`src/design/pmnpm_pkg.sv`:
```
package pmnpm_pkg;

  localparam int NUM_BUCKETS         = 16;
  localparam int PATTERNS_PER_BUCKET = 16;
  localparam int MAX_PATTERN_LEN     = 16;
  localparam int POSITION_WIDTH      = 32;

  localparam int SLOT_CAPACITY = NUM_BUCKETS * PATTERNS_PER_BUCKET;
  localparam int SLOT_W        = 8;
  localparam int CNT_W         = 9;
  localparam int LEN_W         = 5;
  localparam int OFF_W         = 4;
  localparam int BKT_W         = 4;

  // request opcodes
  localparam logic [1:0] OP_PAT_BYTE = 2'd0;
  localparam logic [1:0] OP_PAT_LEN  = 2'd1;
  localparam logic [1:0] OP_TEXT     = 2'd2;

  typedef logic [7:0] byte_t;
  typedef byte_t [MAX_PATTERN_LEN-1:0] row_t;

  typedef struct packed {
    logic [1:0]       op;
    logic [SLOT_W-1:0] pattern_slot;
    logic [OFF_W-1:0] byte_offset;
    logic [7:0]       data_byte;
    logic             last_of_text;
  } in_req_t;

  typedef struct packed {
    logic                      found;
    logic [SLOT_W-1:0]         pattern_number;
    logic [POSITION_WIDTH-1:0] match_start;
    logic [POSITION_WIDTH-1:0] match_end;
  } out_res_t;

  // nibble map update
  typedef struct packed {
    logic             en;
    logic [BKT_W-1:0] bucket;
    logic [7:0]       data;
  } map_wr_t;

  // pattern table write
  typedef struct packed {
    logic              en;
    logic              len_en;
    logic [SLOT_W-1:0] slot;
    logic [OFF_W-1:0]  lane;
    logic [7:0]        data;
    logic [LEN_W-1:0]  len;
  } pat_wr_t;

endpackage

```
`src/design/pmnpm_prefilter.sv`:
```
module pmnpm_prefilter (
  input  logic                                clk,
  input  logic                                rst_n,
  input  pmnpm_pkg::map_wr_t                  wr,
  input  logic [7:0]                          look_byte,
  output logic [pmnpm_pkg::NUM_BUCKETS-1:0]   cand
);
  import pmnpm_pkg::*;

  logic [NUM_BUCKETS-1:0] lo_r [16];
  logic [NUM_BUCKETS-1:0] hi_r [16];
  logic [NUM_BUCKETS-1:0] bit_sel;

  assign bit_sel = NUM_BUCKETS'(1) << wr.bucket;

  // outside reset, bits are only ever set
  always_ff @(posedge clk) begin
    for (int k = 0; k < 16; k++) begin
      if (!rst_n) begin
        lo_r[k] <= '0;
        hi_r[k] <= '0;
      end else if (wr.en) begin
        if (wr.data[3:0] == 4'(k)) lo_r[k] <= lo_r[k] | bit_sel;
        if (wr.data[7:4] == 4'(k)) hi_r[k] <= hi_r[k] | bit_sel;
      end
    end
  end

  assign cand = lo_r[look_byte[3:0]] & hi_r[look_byte[7:4]];

endmodule

```
`config.mk`:
```
export PLATFORM = sky130hd
export DESIGN_NAME = pmnpm_prefilter
export DESIGN_NICKNAME = d
export VERILOG_FILES = /design/src/design/pmnpm_pkg.sv /design/src/design/pmnpm_prefilter.sv
export SDC_FILE = /design/constraint.sdc
export NUM_CORES = 1
export LEC_CHECK = 0
export BUFFER_PORTS_ARGS = -buffer_cell sky130_fd_sc_hd__buf_2
export CAP_MARGIN = 10
export CELL_PAD_IN_SITES_DETAIL_PLACEMENT = 0
export CELL_PAD_IN_SITES_GLOBAL_PLACEMENT = 2
export CORE_MARGIN = 1
export CORE_UTILIZATION = 40
export DETAILED_ROUTE_END_ITERATION = 8
export PLACE_DENSITY_LB_ADDON = 0.1
export SLEW_MARGIN = 20
export SYNTH_ARGS = -nofsm -noshare
export SYNTH_HDL_FRONTEND = slang
export SYNTH_SLANG_ARGS = --single-unit
```
`constraint.sdc`:
```
create_clock -name clk -period 2.8 [get_ports clk]
set_input_delay 0.14 -clock clk [delete_from_list [all_inputs] [get_ports clk]]
set_output_delay 0.14 -clock clk [all_outputs]
set_load 0.03 [all_outputs]
```
# Yosys cells after proc, flatten, opt, wreduce, memory -nomap -nowiden
# Memories as Yosys holds them, arrays and structs flattened.
# Index checks and enable logic that the tools add are counted.
op_classes:
  n_eq_ne: 30
  shift: 1
  mux: 161
  n_bitwise: 65
  n_reduce_logical: 2
ops:
  columns: ["operator", "n"]
  rows:
  - ["16-bit two-way mux", 32]
  - ["16-bit OR", 32]
  - ["1-bit two-way mux", 129]
  - ["4-bit equality test, second input constant", 16]
  - ["4-bit by 3-bit equality test with 1-bit output, second input constant", 8]
  - ["1-bit OR", 32]
  - ["16-bit AND", 1]
  - ["4-bit by 2-bit equality test with 1-bit output, second input constant", 4]
  - ["1-bit by 4-bit left shift with 16-bit output, first input constant", 1]
  - ["4-bit by 1-bit equality test with 1-bit output, second input constant", 2]
  - ["4-bit logical NOT", 2]
word_totals:
  regBits: 0
  ram_bits: 512
  input_bits: 23
  memories: 2
mem_list:
  columns: ["name", "depth", "word_bits", "rd", "rd_clocked_by_memory_dff", "wr", "line_no", "text"]
  rows:
  - ["hi_r", 16, 16, 17, 0, 16, "pmnpm_prefilter.sv:11", "logic [NUM_BUCKETS-1:0] hi_r [16];"]
  - ["lo_r", 16, 16, 17, 0, 16, "pmnpm_prefilter.sv:10", "logic [NUM_BUCKETS-1:0] lo_r [16];"]

# Logic depth before layout (Yosys ltp)
logic_depth:
  word_depth: 6
  ltp_mapped: 6
  mapped_depth_nobuf: 4

# Worst setup path before layout
# No wires, ideal clock.
synth_path:
  path_type: "input -> register"
  start: "input wr[12] (netlist name)"
  end: "memory hi_r[1][0] (enable)"
  setup_time_ns: 0.411
  arrival_ns: 1.981
  required_time_ns: 2.389
  path_slack_ns: 0.407
  path_stages: 3
  cell_sequence: "buf_2 > or3b_2 > o21ai_0"
synth_lines:
  columns: ["item", "line_no", "text"]
  rows:
  - ["from (decl)", "pmnpm_prefilter.sv:4", "input pmnpm_pkg::map_wr_t wr,"]
  - ["to (decl)", "pmnpm_prefilter.sv:11", null]

==> impl_metrics.json <==
{
  "routed_via_density": 5.86,
  "wire_per_inst_um": 27.6,
  "antenna_left": 0,
  "crit_path_max_incr_delay_ns": 0.48,
  "drt-pass1-iter-count": 7,
  "cap_violations": 0,
  "synth_ff_type": "edfxtp_1",
  "n_fill_cell": 5254,
  "peakVddDrop_v": 0.000460,
  "first_iter_violations": 1539,
  "cts_resized": 0,
  "avgSynthCellArea_um2": 14.2,
  "postPlaceCellArea_um2": 25800,
  "critPathSlowestCell": "mux4_2",
  "io_pins": 39,
  "rsz0062_at_grt": "no",
  "start_util_pct": 40.6,
  "met3_usage_pct": 3.84,
  "dieWidth_um": 247,
  "antenna_found_initial": 0,
  "end_kind": "output pin",
  "p_leak_nw": 9.51,
  "synthMostInstantiatedCell": "edfxtp_1",
  "clk_latency_ns": 0.61,
  "grt_usage_pct": 24.1,
  "layout-drive-gt1-share_pct": 21.7,
  "dieArea_um2": 61100,
  "final.setup_skew_ns": 0,
  "row_count": 89,
  "io_buffers": 38,
  "grt_pass1_vias": 15000,
  "tns_ns": 0,
  "violations": "design-rule violations",
  "synth_cell_types": 27,
  "cts_root_buffer": "clkbuf_16",
  "synth_area_leaders": "edfxtp_1, mux4_2, o21a_1",
  "cts_tree": "yes",
  "met2_usage_pct": 36.2,
  "drv_slew": 0,
  "drc": 4,
  "core_um2": 59200,
  "worstMarginPinSlew_ns": 0.916,
  "cts_buffers": 57,
  "overflow": 0,
  "gp_congestion": 0.817,
  "clk_pin_slew_worst_paths_ns": 0.06,
  "synth_seq_cells": 512,
  "drt_wl_total_um": 71600,
  "cts_max_level": 2,
  "yosys-top-cells-count": "edfxtp_1, nor2_1, o21a_1",
  "finalSetupViolCount": 0,
  "fin_crit_sh_pct": 95.9,
  "relSlewSlack_pct": 39.0,
  "yosysTopAreaCell": "edfxtp_1",
  "grt_pass1_wl_um": 105000,
  "min_path_type": "primary input to register",
  "clock-sinks": 512,
  "yosysWarnings": 0,
  "top_usage_layer": "met2",
  "cp_max_fo": 2,
  "outcome": "finished with violations",
  "clock_path_buffers": 3,
  "crit_required_ns": 2.66,
  "async_reset_ff_share_pct": 0,
  "path_cells": "mux4_2 > a22o_1 > nor2_1 > a21oi_1 > buf_2",
  "hold_viol": 0,
  "fin_nets": 1798,
  "grt_util_met1_pct": 36.1,
  "num_vias": 15200,
  "hpwlAfterDp_um": 46000,
  "yosysSeqAreaShare_pct": 63.9,
  "cp.arrival_ns": 2.54,
  "synth_nets": 1722,
  "syn_to_final_growth_pct": 14.9,
  "powerDensity_nw_per_um2": 648,
  "synth_top_area_share_pct": 63.9,
  "netlist_area_um2": 24100,
  "die_height_um": 247,
  "startpoint_type": "register",
  "synth_edf_count": 512,
  "hold_buffers": 0,
  "crit_type": "register to output pin",
  "synthCells": 1699,
  "design_area_um2": 27600,
  "diodes": 0,
  "post_cts_buffers": 0,
  "fin_crit_ns": 2.68,
  "fmax_ghz": 0.373,
  "grt_start_max_net_pins": 35
}
## through the flow
stage / utilization (%) / hold WS, ns / worst slack (ns) / total power [W] / cells
after floorplan: - / 0.495 / 0.407 / 0.00983 / 1699
after global placement: 43.5 / 0.540 / 0.280 / 0.0105 / 2489
after detailed placement: 43.5 / 0.548 / 0.304 / 0.0105 / 2489
after CTS: 46.7 / 0.174 / 0.0763 / 0.0181 / 2593
after global routing: 46.7 / 0.222 / 0.00886 / 0.0185 / 2593
final: 46.7 / 0.194 / 0.116 / 0.0179 / 2593
## cell type report
| class | count | area (um2) | area share, % |
|---|---|---|---|
| timing repair buffer | 156 | 1270 | 4.60 |
| tap | 773 | 967 | 3.50 |
| clock buffer | 63 | 1450 | 5.24 |
| multi-input combinational | 1048 | 8180 | 29.6 |
| sequential | 512 | 15400 | 55.6 |
| clock inverter | 41 | 404 | 1.46 |
## power by group
part	leakage, nW	switching, W	internal (W)
registers	5.31	0.000169	0.00875
clock network	0.913	0.00317	0.00444
logic	3.29	0.000881	0.000518
total	9.51	0.00422	0.0137
## path summary, 6_finish.rpt
kind,depth (start not counted),end,slack (ns),startpoint
worst max-delay path,5,cand[9],0.12,lo_r[8][9]
worst min-delay path,3,hi_r[3][14],0.19,wr[4]
worst max register to register,1,lo_r[11][4],1.87,lo_r[11][4]
worst min register to register,1,lo_r[7][6],0.56,lo_r[7][6]
## worst max-delay path: cells and delay by family (launching register included)
kind	cells	cell delay, ns
flops	1	0.42
compound gates	2	0.45
simple gates	1	0.37
buf+inv	1	0.22
mux	1	0.48
## flip-flops by register name, summed over array words and instances, names as in the netlist
name and flops:
hi_r 256, lo_r 256
## per-layer routing
metal	vias up	part of all wire (%)	wire (um)
met5	-	0	0
met4	0	2.3	1620
met3	90	6.2	4460
met2	484	46	32700
met1	7966	46	32800
li1	6645	-	-
## cell families after synthesis
logic type / count (synthesis) / share of synthesized area [%]
flops: 512 / 63.9
buf+inv: 139 / 2.67
mux: 128 / 12.0
compound gates: 432 / 13.1
simple gates: 488 / 8.31
## cells in the final DEF (no fill, tap or decap), drive strengths merged, types with 8 or more instances in the layout
cell type,count
mux4,128
bufinv,8
edfxtp,512
buf,156
o21a,320
clkbuf,63
nor3,8
a22oi,32
nor2,431
o21ai,32
clkinv,29
a22o,32
a21oi,16
nand2b,14
Note: power is estimated with default switching activity, not from simulation.
